### src/hdl/piecewise_linear_l2_norm_unit_assert.svh
// ----------------------------------------------------------------------------
// piecewise_linear_l2_norm_unit_assert.svh
// Assertion macros shared by the curve norm RTL. Every check is sampled on the
// rising clock edge and is switched off while reset is high.
// ----------------------------------------------------------------------------
`ifndef PIECEWISE_LINEAR_L2_NORM_UNIT_ASSERT_SVH
`define PIECEWISE_LINEAR_L2_NORM_UNIT_ASSERT_SVH

// Same-cycle implication: cons must hold whenever ante holds.
`define PLL2N_ASSERT_IMPLY(lbl, ante, cons) \
   lbl: assert property (@(posedge clock) disable iff (reset) (ante) |-> (cons)) \
      else $error("same-cycle check failed");

// Next-cycle implication: cons must hold in the cycle after ante.
`define PLL2N_ASSERT_NEXT(lbl, ante, cons) \
   lbl: assert property (@(posedge clock) disable iff (reset) (ante) |=> (cons)) \
      else $error("next-cycle check failed");

`endif

### src/hdl/pll2n_pkg.sv
// ----------------------------------------------------------------------------
// pll2n_pkg
// Types and fixed constants of the piecewise linear curve L2 norm unit.
// ----------------------------------------------------------------------------
`default_nettype none

package pll2n_pkg;

   // Coordinate format: signed fixed point with COORD_FRAC_BITS fraction bits
   localparam int COORD_WIDTH     = 16;
   localparam int COORD_FRAC_BITS = 8;

   // Segment arithmetic widths
   localparam int DX_WIDTH    = COORD_WIDTH + 1;          // x difference
   localparam int SUMSQ_WIDTH = 2 * COORD_WIDTH + 1;      // y1*y1 + y1*y2 + y2*y2
   localparam int PROD_WIDTH  = DX_WIDTH + SUMSQ_WIDTH;   // multiplier result
   localparam int ACC_WIDTH   = 64;                       // integral accumulator
   localparam int NORM_WIDTH  = 31;

   // Scale from three times the integral (raw units) to the Q.24 square
   localparam int NORM_SHIFT = 24 - 3 * COORD_FRAC_BITS;

   typedef struct packed {
      logic signed [COORD_WIDTH-1:0] point_x;
      logic signed [COORD_WIDTH-1:0] point_y;
      logic                          last_point;
   } point_req_type;

   typedef struct packed {
      logic [NORM_WIDTH-1:0] norm;
      logic                  negative_sum;
      logic                  overflowed;
   } norm_rsp_type;

   // Status of the square root engine seen by the sequencer
   typedef struct packed {
      logic                  busy;
      logic                  done;
      logic                  negative;
      logic [NORM_WIDTH-1:0] root;
   } root_stat_type;

endpackage

`default_nettype wire

### src/hdl/pll2n_mul.sv
// ----------------------------------------------------------------------------
// pll2n_mul
// Shared signed multiplier with a registered product. Every segment product
// of the unit passes through this one multiplier.
// ----------------------------------------------------------------------------
`default_nettype none

module pll2n_mul
   import pll2n_pkg::*;
(
   input  wire logic                          clock,
   input  wire logic signed [DX_WIDTH-1:0]    mul_a,
   input  wire logic signed [SUMSQ_WIDTH-1:0] mul_b,
   output      logic signed [PROD_WIDTH-1:0]  mul_p
);

   logic signed [PROD_WIDTH-1:0] prod_ff;
   logic signed [PROD_WIDTH-1:0] prod_in;

   // Full-width signed product, registered every cycle
   always_comb begin
      prod_in = PROD_WIDTH'(mul_a) * PROD_WIDTH'(mul_b);
   end

   always_ff @(posedge clock) begin
      prod_ff <= prod_in;
   end

   assign mul_p = prod_ff;

endmodule

`default_nettype wire

### src/hdl/pll2n_root.sv
// ----------------------------------------------------------------------------
// pll2n_root
// Iterative norm engine: divides the accumulated sum by three with a short
// shift-and-add series and a remainder fix-up, scales it to Q.24 and takes
// the integer square root two bits per cycle.
// ----------------------------------------------------------------------------
`default_nettype none

module pll2n_root
   import pll2n_pkg::*;
(
   input  wire logic                        clock,
   input  wire logic                        reset,
   input  wire logic                        start,
   input  wire logic signed [ACC_WIDTH-1:0] value,
   output      root_stat_type               stat
);

   localparam int ShiftLeft  = (NORM_SHIFT > 0) ? NORM_SHIFT : 0;
   localparam int ShiftRight = (NORM_SHIFT < 0) ? -NORM_SHIFT : 0;

   localparam logic [2:0] R_IDLE  = 3'd0;
   localparam logic [2:0] R_DIV   = 3'd1;
   localparam logic [2:0] R_REM   = 3'd2;
   localparam logic [2:0] R_FIX   = 3'd3;
   localparam logic [2:0] R_SCALE = 3'd4;
   localparam logic [2:0] R_SQRT  = 3'd5;
   localparam logic [2:0] R_DONE  = 3'd6;

   localparam logic [ACC_WIDTH-1:0] FirstBit = ACC_WIDTH'(1) << (ACC_WIDTH - 2);

   logic [2:0]            state_ff, state_in;
   logic [5:0]            cnt_ff, cnt_in;
   logic [ACC_WIDTH-1:0]  work_ff, work_in;
   logic [ACC_WIDTH-1:0]  res_ff, res_in;
   logic [ACC_WIDTH-1:0]  bit_ff, bit_in;
   logic                  neg_ff, neg_in;
   logic [NORM_WIDTH-1:0] root_ff, root_in;

   logic [ACC_WIDTH-1:0] div_seed;
   logic [ACC_WIDTH-1:0] div_step;
   logic [ACC_WIDTH-1:0] div_rem;
   logic                 fix_ge;
   logic [ACC_WIDTH-1:0] scaled;
   logic [ACC_WIDTH-1:0] trial;
   logic [ACC_WIDTH-1:0] res_next;
   logic                 take;

   // Division by three: the series n/4 + n/16 + ... never overshoots, so a
   // few compare and subtract steps on the remainder finish the quotient
   always_comb begin
      div_seed = (unsigned'(value) >> 2) + (unsigned'(value) >> 4);
      div_step = res_ff + (res_ff >> (6'd4 << cnt_ff[1:0]));
      div_rem  = work_ff - (res_ff + (res_ff << 1));
      fix_ge   = (work_ff >= ACC_WIDTH'(3));
   end

   // Scale the quotient: left shifts saturate, right shifts truncate
   always_comb begin
      if ((work_ff >> (ACC_WIDTH - ShiftLeft)) != '0) begin
         scaled = '1;
      end else begin
         scaled = work_ff << ShiftLeft;
      end
      scaled = scaled >> ShiftRight;
   end

   // One square root step
   always_comb begin
      trial = res_ff + bit_ff;
      take  = (work_ff >= trial);
      if (take) begin
         res_next = (res_ff >> 1) + bit_ff;
      end else begin
         res_next = res_ff >> 1;
      end
   end

   // Sequence the division, scale and root phases
   always_comb begin
      state_in = state_ff;
      cnt_in   = cnt_ff;
      work_in  = work_ff;
      res_in   = res_ff;
      bit_in   = bit_ff;
      neg_in   = neg_ff;
      root_in  = root_ff;
      unique case (state_ff)
         R_IDLE: begin
            if (start) begin
               if (value[ACC_WIDTH-1]) begin
                  neg_in   = 1'b1;
                  root_in  = '0;
                  state_in = R_DONE;
               end else begin
                  neg_in   = 1'b0;
                  work_in  = ACC_WIDTH'(unsigned'(value));
                  res_in   = div_seed;
                  cnt_in   = '0;
                  state_in = R_DIV;
               end
            end
         end
         R_DIV: begin
            res_in = div_step;
            cnt_in = cnt_ff + 6'd1;
            if (cnt_ff == 6'd3) begin
               state_in = R_REM;
            end
         end
         R_REM: begin
            work_in  = div_rem;
            state_in = R_FIX;
         end
         R_FIX: begin
            if (fix_ge) begin
               work_in = work_ff - ACC_WIDTH'(3);
               res_in  = res_ff + ACC_WIDTH'(1);
            end else begin
               work_in  = res_ff;
               state_in = R_SCALE;
            end
         end
         R_SCALE: begin
            work_in  = scaled;
            res_in   = '0;
            bit_in   = FirstBit;
            cnt_in   = 6'(ACC_WIDTH / 2 - 1);
            state_in = R_SQRT;
         end
         R_SQRT: begin
            if (take) begin
               work_in = work_ff - trial;
            end
            res_in = res_next;
            bit_in = bit_ff >> 2;
            cnt_in = cnt_ff - 6'd1;
            if (cnt_ff == '0) begin
               if (res_next[ACC_WIDTH-1:NORM_WIDTH] != '0) begin
                  root_in = '1;
               end else begin
                  root_in = res_next[NORM_WIDTH-1:0];
               end
               state_in = R_DONE;
            end
         end
         R_DONE: begin
            state_in = R_IDLE;
         end
         default: begin
            state_in = R_IDLE;
         end
      endcase
   end

   always_ff @(posedge clock) begin
      if (reset) begin
         state_ff <= R_IDLE;
      end else begin
         state_ff <= state_in;
      end
      cnt_ff  <= cnt_in;
      work_ff <= work_in;
      res_ff  <= res_in;
      bit_ff  <= bit_in;
      neg_ff  <= neg_in;
      root_ff <= root_in;
   end

   always_comb begin
      stat.busy     = (state_ff != R_IDLE);
      stat.done     = (state_ff == R_DONE);
      stat.negative = neg_ff;
      stat.root     = root_ff;
   end

endmodule

`default_nettype wire

### src/hdl/piecewise_linear_l2_norm_unit.sv
// ----------------------------------------------------------------------------
// piecewise_linear_l2_norm_unit
// L2 norm of a piecewise linear curve fed one point per transaction. Each
// segment adds dx*(y1*y1 + y1*y2 + y2*y2) to a saturating accumulator; the
// last point of a curve returns the square root of the integral in Q.12.
// ----------------------------------------------------------------------------
//  channel  | direction | payload          | handshake
//  req_     | in        | point_req_type   | req_valid / req_ready
//  rsp_     | out       | norm_rsp_type    | rsp_valid / rsp_ready
//
//  A point that opens no segment needs no multiplier pass; a segment point
//  takes three passes through the shared multiplier and the add.
//  A last point adds four shift-add division steps, a short remainder
//  fix-up and 32 square root steps in the norm engine, plus any wait on
//  rsp_ready. req_ready is low while busy.
//  Synchronous reset clears the sequencer, the previous point and the sum.
//  A result waiting on rsp_ does not block points that produce no result.
// ----------------------------------------------------------------------------
`default_nettype none

`include "piecewise_linear_l2_norm_unit_assert.svh"

module piecewise_linear_l2_norm_unit
   import pll2n_pkg::*;
(
   input  wire logic          clock,
   input  wire logic          reset,
   input  wire logic          req_valid,
   output      logic          req_ready,
   input  wire point_req_type req_data,
   output      logic          rsp_valid,
   input  wire logic          rsp_ready,
   output      norm_rsp_type  rsp_data
);

   localparam logic [2:0] ST_IDLE  = 3'd0;
   localparam logic [2:0] ST_SQ2   = 3'd1;
   localparam logic [2:0] ST_SUMSQ = 3'd2;
   localparam logic [2:0] ST_SCALE = 3'd3;
   localparam logic [2:0] ST_ACC   = 3'd4;
   localparam logic [2:0] ST_START = 3'd5;
   localparam logic [2:0] ST_ROOT  = 3'd6;
   localparam logic [2:0] ST_OUT   = 3'd7;

   localparam logic signed [ACC_WIDTH-1:0] AccMax = {1'b0, {(ACC_WIDTH-1){1'b1}}};
   localparam logic signed [ACC_WIDTH-1:0] AccMin = {1'b1, {(ACC_WIDTH-1){1'b0}}};

   logic [2:0]                    state_ff, state_in;
   logic signed [COORD_WIDTH-1:0] prev_x_ff, prev_x_in;
   logic signed [COORD_WIDTH-1:0] prev_y_ff, prev_y_in;
   logic                          have_prev_ff, have_prev_in;
   logic                          last_ff, last_in;
   logic signed [DX_WIDTH-1:0]    dx_ff, dx_in;
   logic signed [SUMSQ_WIDTH-1:0] sumsq_ff, sumsq_in;
   logic signed [ACC_WIDTH-1:0]   sum_ff, sum_in;
   logic                          sat_ff, sat_in;
   logic                          ovf_hold_ff, ovf_hold_in;
   logic                          rsp_valid_ff, rsp_valid_in;
   norm_rsp_type                  rsp_data_ff, rsp_data_in;

   logic                          req_take;
   logic                          rsp_free;
   logic signed [DX_WIDTH-1:0]    mul_a;
   logic signed [SUMSQ_WIDTH-1:0] mul_b;
   logic signed [PROD_WIDTH-1:0]  mul_p;
   logic signed [SUMSQ_WIDTH-1:0] mul_low;
   logic signed [ACC_WIDTH:0]     acc_wide;
   logic                          acc_ovf;
   logic signed [ACC_WIDTH-1:0]   acc_sat;
   logic                          root_start;
   root_stat_type                 root_stat;

   assign req_ready = (state_ff == ST_IDLE);
   assign req_take  = req_valid && req_ready;
   assign rsp_free  = !rsp_valid_ff || rsp_ready;
   assign mul_low   = mul_p[SUMSQ_WIDTH-1:0];

   // Route operands to the shared multiplier
   always_comb begin
      unique case (state_ff)
         ST_SQ2: begin
            mul_a = DX_WIDTH'(prev_y_ff);
            mul_b = SUMSQ_WIDTH'(prev_y_ff);
         end
         ST_SCALE: begin
            mul_a = dx_ff;
            mul_b = sumsq_ff;
         end
         default: begin
            mul_a = DX_WIDTH'(prev_y_ff);
            mul_b = SUMSQ_WIDTH'(DX_WIDTH'(prev_y_ff) + DX_WIDTH'(req_data.point_y));
         end
      endcase
   end

   pll2n_mul u_mul (
      .clock (clock),
      .mul_a (mul_a),
      .mul_b (mul_b),
      .mul_p (mul_p)
   );

   // Saturating accumulate of the segment product
   always_comb begin
      acc_wide = (ACC_WIDTH+1)'(sum_ff) + (ACC_WIDTH+1)'(mul_p);
      acc_ovf  = (acc_wide[ACC_WIDTH] != acc_wide[ACC_WIDTH-1]);
      if (acc_ovf) begin
         acc_sat = acc_wide[ACC_WIDTH] ? AccMin : AccMax;
      end else begin
         acc_sat = acc_wide[ACC_WIDTH-1:0];
      end
   end

   assign root_start = (state_ff == ST_START);

   pll2n_root u_root (
      .clock (clock),
      .reset (reset),
      .start (root_start),
      .value (sum_ff),
      .stat  (root_stat)
   );

   // Sequencer
   always_comb begin
      state_in     = state_ff;
      prev_x_in    = prev_x_ff;
      prev_y_in    = prev_y_ff;
      have_prev_in = have_prev_ff;
      last_in      = last_ff;
      dx_in        = dx_ff;
      sumsq_in     = sumsq_ff;
      sum_in       = sum_ff;
      sat_in       = sat_ff;
      ovf_hold_in  = ovf_hold_ff;
      rsp_valid_in = rsp_valid_ff && !rsp_ready;
      rsp_data_in  = rsp_data_ff;
      unique case (state_ff)
         ST_IDLE: begin
            if (req_take) begin
               dx_in        = DX_WIDTH'(req_data.point_x) - DX_WIDTH'(prev_x_ff);
               prev_x_in    = req_data.point_x;
               prev_y_in    = req_data.point_y;
               have_prev_in = !req_data.last_point;
               last_in      = req_data.last_point;
               if (have_prev_ff && (req_data.point_x != prev_x_ff)) begin
                  state_in = ST_SQ2;
               end else if (req_data.last_point) begin
                  state_in = ST_START;
               end
            end
         end
         ST_SQ2: begin
            sumsq_in = mul_low;
            state_in = ST_SUMSQ;
         end
         ST_SUMSQ: begin
            sumsq_in = sumsq_ff + mul_low;
            state_in = ST_SCALE;
         end
         ST_SCALE: begin
            state_in = ST_ACC;
         end
         ST_ACC: begin
            sum_in   = acc_sat;
            sat_in   = sat_ff || acc_ovf;
            state_in = last_ff ? ST_START : ST_IDLE;
         end
         ST_START: begin
            // hand the sum to the norm engine and open a fresh curve
            ovf_hold_in = sat_ff;
            sum_in      = '0;
            sat_in      = 1'b0;
            state_in    = ST_ROOT;
         end
         ST_ROOT: begin
            if (root_stat.done) begin
               state_in = ST_OUT;
            end
         end
         ST_OUT: begin
            if (rsp_free) begin
               rsp_data_in.norm         = root_stat.negative ? '0 : root_stat.root;
               rsp_data_in.negative_sum = root_stat.negative;
               rsp_data_in.overflowed   = ovf_hold_ff;
               rsp_valid_in             = 1'b1;
               state_in                 = ST_IDLE;
            end
         end
         default: begin
            state_in = ST_IDLE;
         end
      endcase
   end

   always_ff @(posedge clock) begin
      if (reset) begin
         state_ff     <= ST_IDLE;
         prev_x_ff    <= '0;
         prev_y_ff    <= '0;
         have_prev_ff <= 1'b0;
         sum_ff       <= '0;
         sat_ff       <= 1'b0;
         rsp_valid_ff <= 1'b0;
      end else begin
         state_ff     <= state_in;
         prev_x_ff    <= prev_x_in;
         prev_y_ff    <= prev_y_in;
         have_prev_ff <= have_prev_in;
         sum_ff       <= sum_in;
         sat_ff       <= sat_in;
         rsp_valid_ff <= rsp_valid_in;
      end
      last_ff     <= last_in;
      dx_ff       <= dx_in;
      sumsq_ff    <= sumsq_in;
      ovf_hold_ff <= ovf_hold_in;
      rsp_data_ff <= rsp_data_in;
   end

   assign rsp_valid = rsp_valid_ff;
   assign rsp_data  = rsp_data_ff;

   // Checks
   `PLL2N_ASSERT_IMPLY(a_neg_zero_norm, rsp_valid && rsp_data.negative_sum, rsp_data.norm == '0)
   `PLL2N_ASSERT_NEXT(a_last_busy, req_take && req_data.last_point, !req_ready)
   `PLL2N_ASSERT_IMPLY(a_done_in_root, root_stat.done, state_ff == ST_ROOT)

endmodule

`default_nettype wire

### config.mk
export PLATFORM = sky130hd
export DESIGN_NAME = piecewise_linear_l2_norm_unit
export DESIGN_NICKNAME = d
export VERILOG_FILES = /design/src/hdl/pll2n_pkg.sv /design/src/hdl/pll2n_mul.sv /design/src/hdl/pll2n_root.sv /design/src/hdl/piecewise_linear_l2_norm_unit.sv
export VERILOG_INCLUDE_DIRS = /design/src /design/src/hdl
export SDC_FILE = /design/constraint.sdc
export NUM_CORES = 2
export LEC_CHECK = 0
export BUFFER_PORTS_ARGS = -buffer_cell sky130_fd_sc_hd__buf_4
export CAP_MARGIN = 10
export CORE_UTILIZATION = 50
export CTS_CLUSTER_SIZE = 10
export DETAILED_ROUTE_END_ITERATION = 16
export PLACE_DENSITY_LB_ADDON = 0.2
export SLEW_MARGIN = 10
export SYNTH_ARGS = -nofsm -noshare
export SYNTH_HDL_FRONTEND = slang
export SYNTH_SLANG_ARGS = --single-unit
### constraint.sdc
create_clock -name clock -period 8.9 [get_ports clock]
set_input_delay 0.445 -clock clock [delete_from_list [all_inputs] [get_ports clock]]
set_output_delay 0.445 -clock clock [all_outputs]
set_load 0.005 [all_outputs]
==> results.tsv <==
stage	metric	value	unit
status	status	finished, final reports clean	
finish	multi-input logic area	51420	um2
route	initial DRC count	6279	
timing	clock skew	0.06643	ns
setup_path	crit-path leading delay family	adder cells	
clock_tree	CTS tree	built	
setup_path	Critical Path AT	9.31	ns
clock_tree	CTS Buf Count	60	
synth	Yosys warnings	0	
timing	# setup viols final	0	
clock_tree	clk root buf	clkbuf_16	
synth	Avg Cell Area, Syn	8.282	um2
setup_path	Slowest cell on crit path	fa_1	
floorplan	core area	132000	um2
timing	Final Hold Vio Count	0	
timing	RSZ-0062 raised after global routing	yes	
route	post-route antenna net violation count	0	
clock_tree	CTS Buffer Depth	3	
finish	P&R area growth vs syn	11.60	%
global_routing	vias in the first global route	61600	
timing	worst-margin pin slew	1.277	ns
global_routing	grt total ovfl	0	
timing	final-report max-slew violation count	0	
synth	Yosys cell types	113	
floorplan	IO Pins	72	
floorplan	die area	135000	um2
clock_tree	H-tree levels	2	
flow_run	# Max-Cap Violations	0	
clock_tree	worst skew pair latency	0.72	ns
synth	Synth top area share	0.1817	
clock_tree	clock slew seen by the registers of the worst setup and hold paths	0.06	ns
route	routed len/inst	25.11	um
finish	fraction of layout cells with a size suffix above 1	0.1029	
floorplan	Die Width	367.4	um
setup_path	WP buf/inv	10	
synth	Gate Count Post-Synth	8062	
setup_path	CP dominant cell by count	fa_1	
synth	sequential share of the synthesized area	0.1737	
setup_path	required time worst endpoint	9.49	ns
timing	Slew headroom	0.1490	
route	Vias	62580	
setup_path	crit end category	flop	
placement	gpl congestion	1.025	
placement	port buffer count	71	
synth	Syn Std Cell Area	66770	um2
global_routing	first-pass GRT wire length	382100	um
setup_path	startpoint class of the critical path	input port	
timing	fin crit share	0.9800	
global_routing	largest net degree at the start of global routing	70	
synth	Synth area leader	fa_1	
finish	Core Util, Final	0.5647	
clock_tree	CTS sink count	438	
synth	ys async rst share	0	
floorplan	Row Count	133	
route	Detailed Routing Iterations Pass 1	6	
timing	Max Fclk	114.7	MHz
floorplan	Die Ht	367.4	um
setup_path	Critical Path Max Stage Delay	0.58	ns
setup_path	critical-path maximum fanout	5	
route	drt drc	0	
global_routing	Tot GR Track Use	0.3703	
synth	top_reg_cell synth	edfxtp_1	
finish	nets	9501	
finish	Register Area	11610	um2
synth	flops & latches, synth	438	
min_path	Hold Path Class	in2reg	
route	vias per cell	6.204	
synth	synth top area cells	fa_1, edfxtp_1, ha_1	
route	WL final	253200	um
synth	EDFF count, synth	283	
global_routing	initial antenna violation count	9	
timing	Hold Slack	0.04270	ns
finish	fillers	12270	
timing	min Tclk post-route	8.722	ns
floorplan	initial core utilization	0.5060	
setup_path	kind of critical path	in2reg	
placement	placed wire-length estimate	203800	um
metal layers:
layer / vias to the layer above / part of all wire / GRT usage
met2: 2723 / 0.45 / 0.5904
met3: 547 / 0.087 / 0.06847
met4: 8 / 0.052 / 0.1680
met5: - / 0.00024 / 0
li1: 28640 / - / -
met1: 30660 / 0.41 / 0.4869
worst min-delay path: cells and delay by family:
| family | cells | cell delay, ns |
|---|---|---|
| compound gates | 1 | 0.05 |
| buf+inv | 1 | 0.13 |
| simple gates | 1 | 0.05 |
flip-flops by register name, summed over array words and instances, names as in the netlist, 17 cells and up:
name	cells
rsp_data	33
sumsq_ff	33
dx_ff	17
u_mul.mul_p	50
u_root.root_ff	31
u_root.res_ff	64
u_root.bit_ff	32
u_root.scaled	64
sum_ff	64
cell usage after synthesis, drive strengths merged, types with 113 or more instances:
master	number
a21o	231
a21oi	645
a31oi	124
clkbuf	303
dfxtp	155
edfxtp	283
fa	606
ha	571
inv	762
nand2	873
nand3	113
nor2	728
nor2b	121
nor3	113
o21ai	515
xnor2	358
xor2	196
layout by cell type, fill, tap and decap left out, drive strengths merged, types with 76 or more instances in the layout:
| cell | n |
|---|---|
| buf | 503 |
| a21oi | 645 |
| nor3 | 113 |
| nand2 | 873 |
| ha | 571 |
| edfxtp | 283 |
| dfxtp | 155 |
| nor2b | 121 |
| nand3 | 113 |
| and3 | 76 |
| a211oi | 85 |
| xnor2 | 358 |
| nor2 | 728 |
| xor2 | 196 |
| o21ai | 515 |
| a21o | 231 |
| clkbuf | 77 |
| fa | 606 |
| inv | 764 |
| o21a | 78 |
| nand4 | 97 |
| a31oi | 124 |
repair_timing:
action | CTS | global route
endpoints found under the hold margin | 27 | 0
pin swaps | 40 | 86
gates resized for setup | 56 | 84
buffers inserted | 14 | 12
setup endpoints to repair | 23 | 22
hold buffers | 26 | 0
layout make-up:
class,count,area share
Antenna cell,2,0.00006716
Inverter,767,0.03863
Sequential cell,438,0.1558
Clock buffer,77,0.02196
Multi-Input combinational cell,6491,0.6901
Timing Repair Buffer,529,0.05918
Clock inverter,28,0.004852
Tap cell,1755,0.02947
final timing paths:
kind	from	to	slack [ns]	depth (start not counted)
worst max-delay path	req_data[3]	u_mul.mul_p[43]$_DFF_P_	0.18	41
worst min-delay path	req_data[11]	prev_y_ff[10]$_SDFFE_PP0P_	0.04	3
worst max register to register	prev_y_ff[0]$_SDFFE_PP0P_	u_mul.mul_p[43]$_DFF_P_	0.20	41
worst min register to register	sat_ff$_SDFFE_PP0N_	ovf_hold_ff$_DFFE_PP_	0.44	0
through the flow:
stage	worst slack, ns	cell area [um2]	std cells	TNS (ns)
final	0.1783	74520	10090	0
after global routing	-0.1846	74520	10090	-1.081
after CTS	0.0009699	74130	10080	0
after detailed placement	-0.8939	71580	9931	-13.63
after global placement	-0.7884	71580	9931	-12.38
after floorplan	-0.03070	66810	8064	-0.03070
kinds of logic after synthesis:
| group | Yosys count | share of synthesized area |
|---|---|---|
| and+or+nand+nor | 2444 | 0.1684 |
| AOI/OAI and AO/OA | 2228 | 0.2123 |
| adders and majority gates | 1177 | 0.2887 |
| buffers and inverters | 1135 | 0.06532 |
| xor gates and xnor gates | 554 | 0.07267 |
| DFF | 438 | 0.1737 |
| muxes | 85 | 0.01883 |
| other | 1 | 0.00005616 |
Power is not shown: default switching activity piles up to over one toggle a cycle in this logic, so the estimate is an artifact.
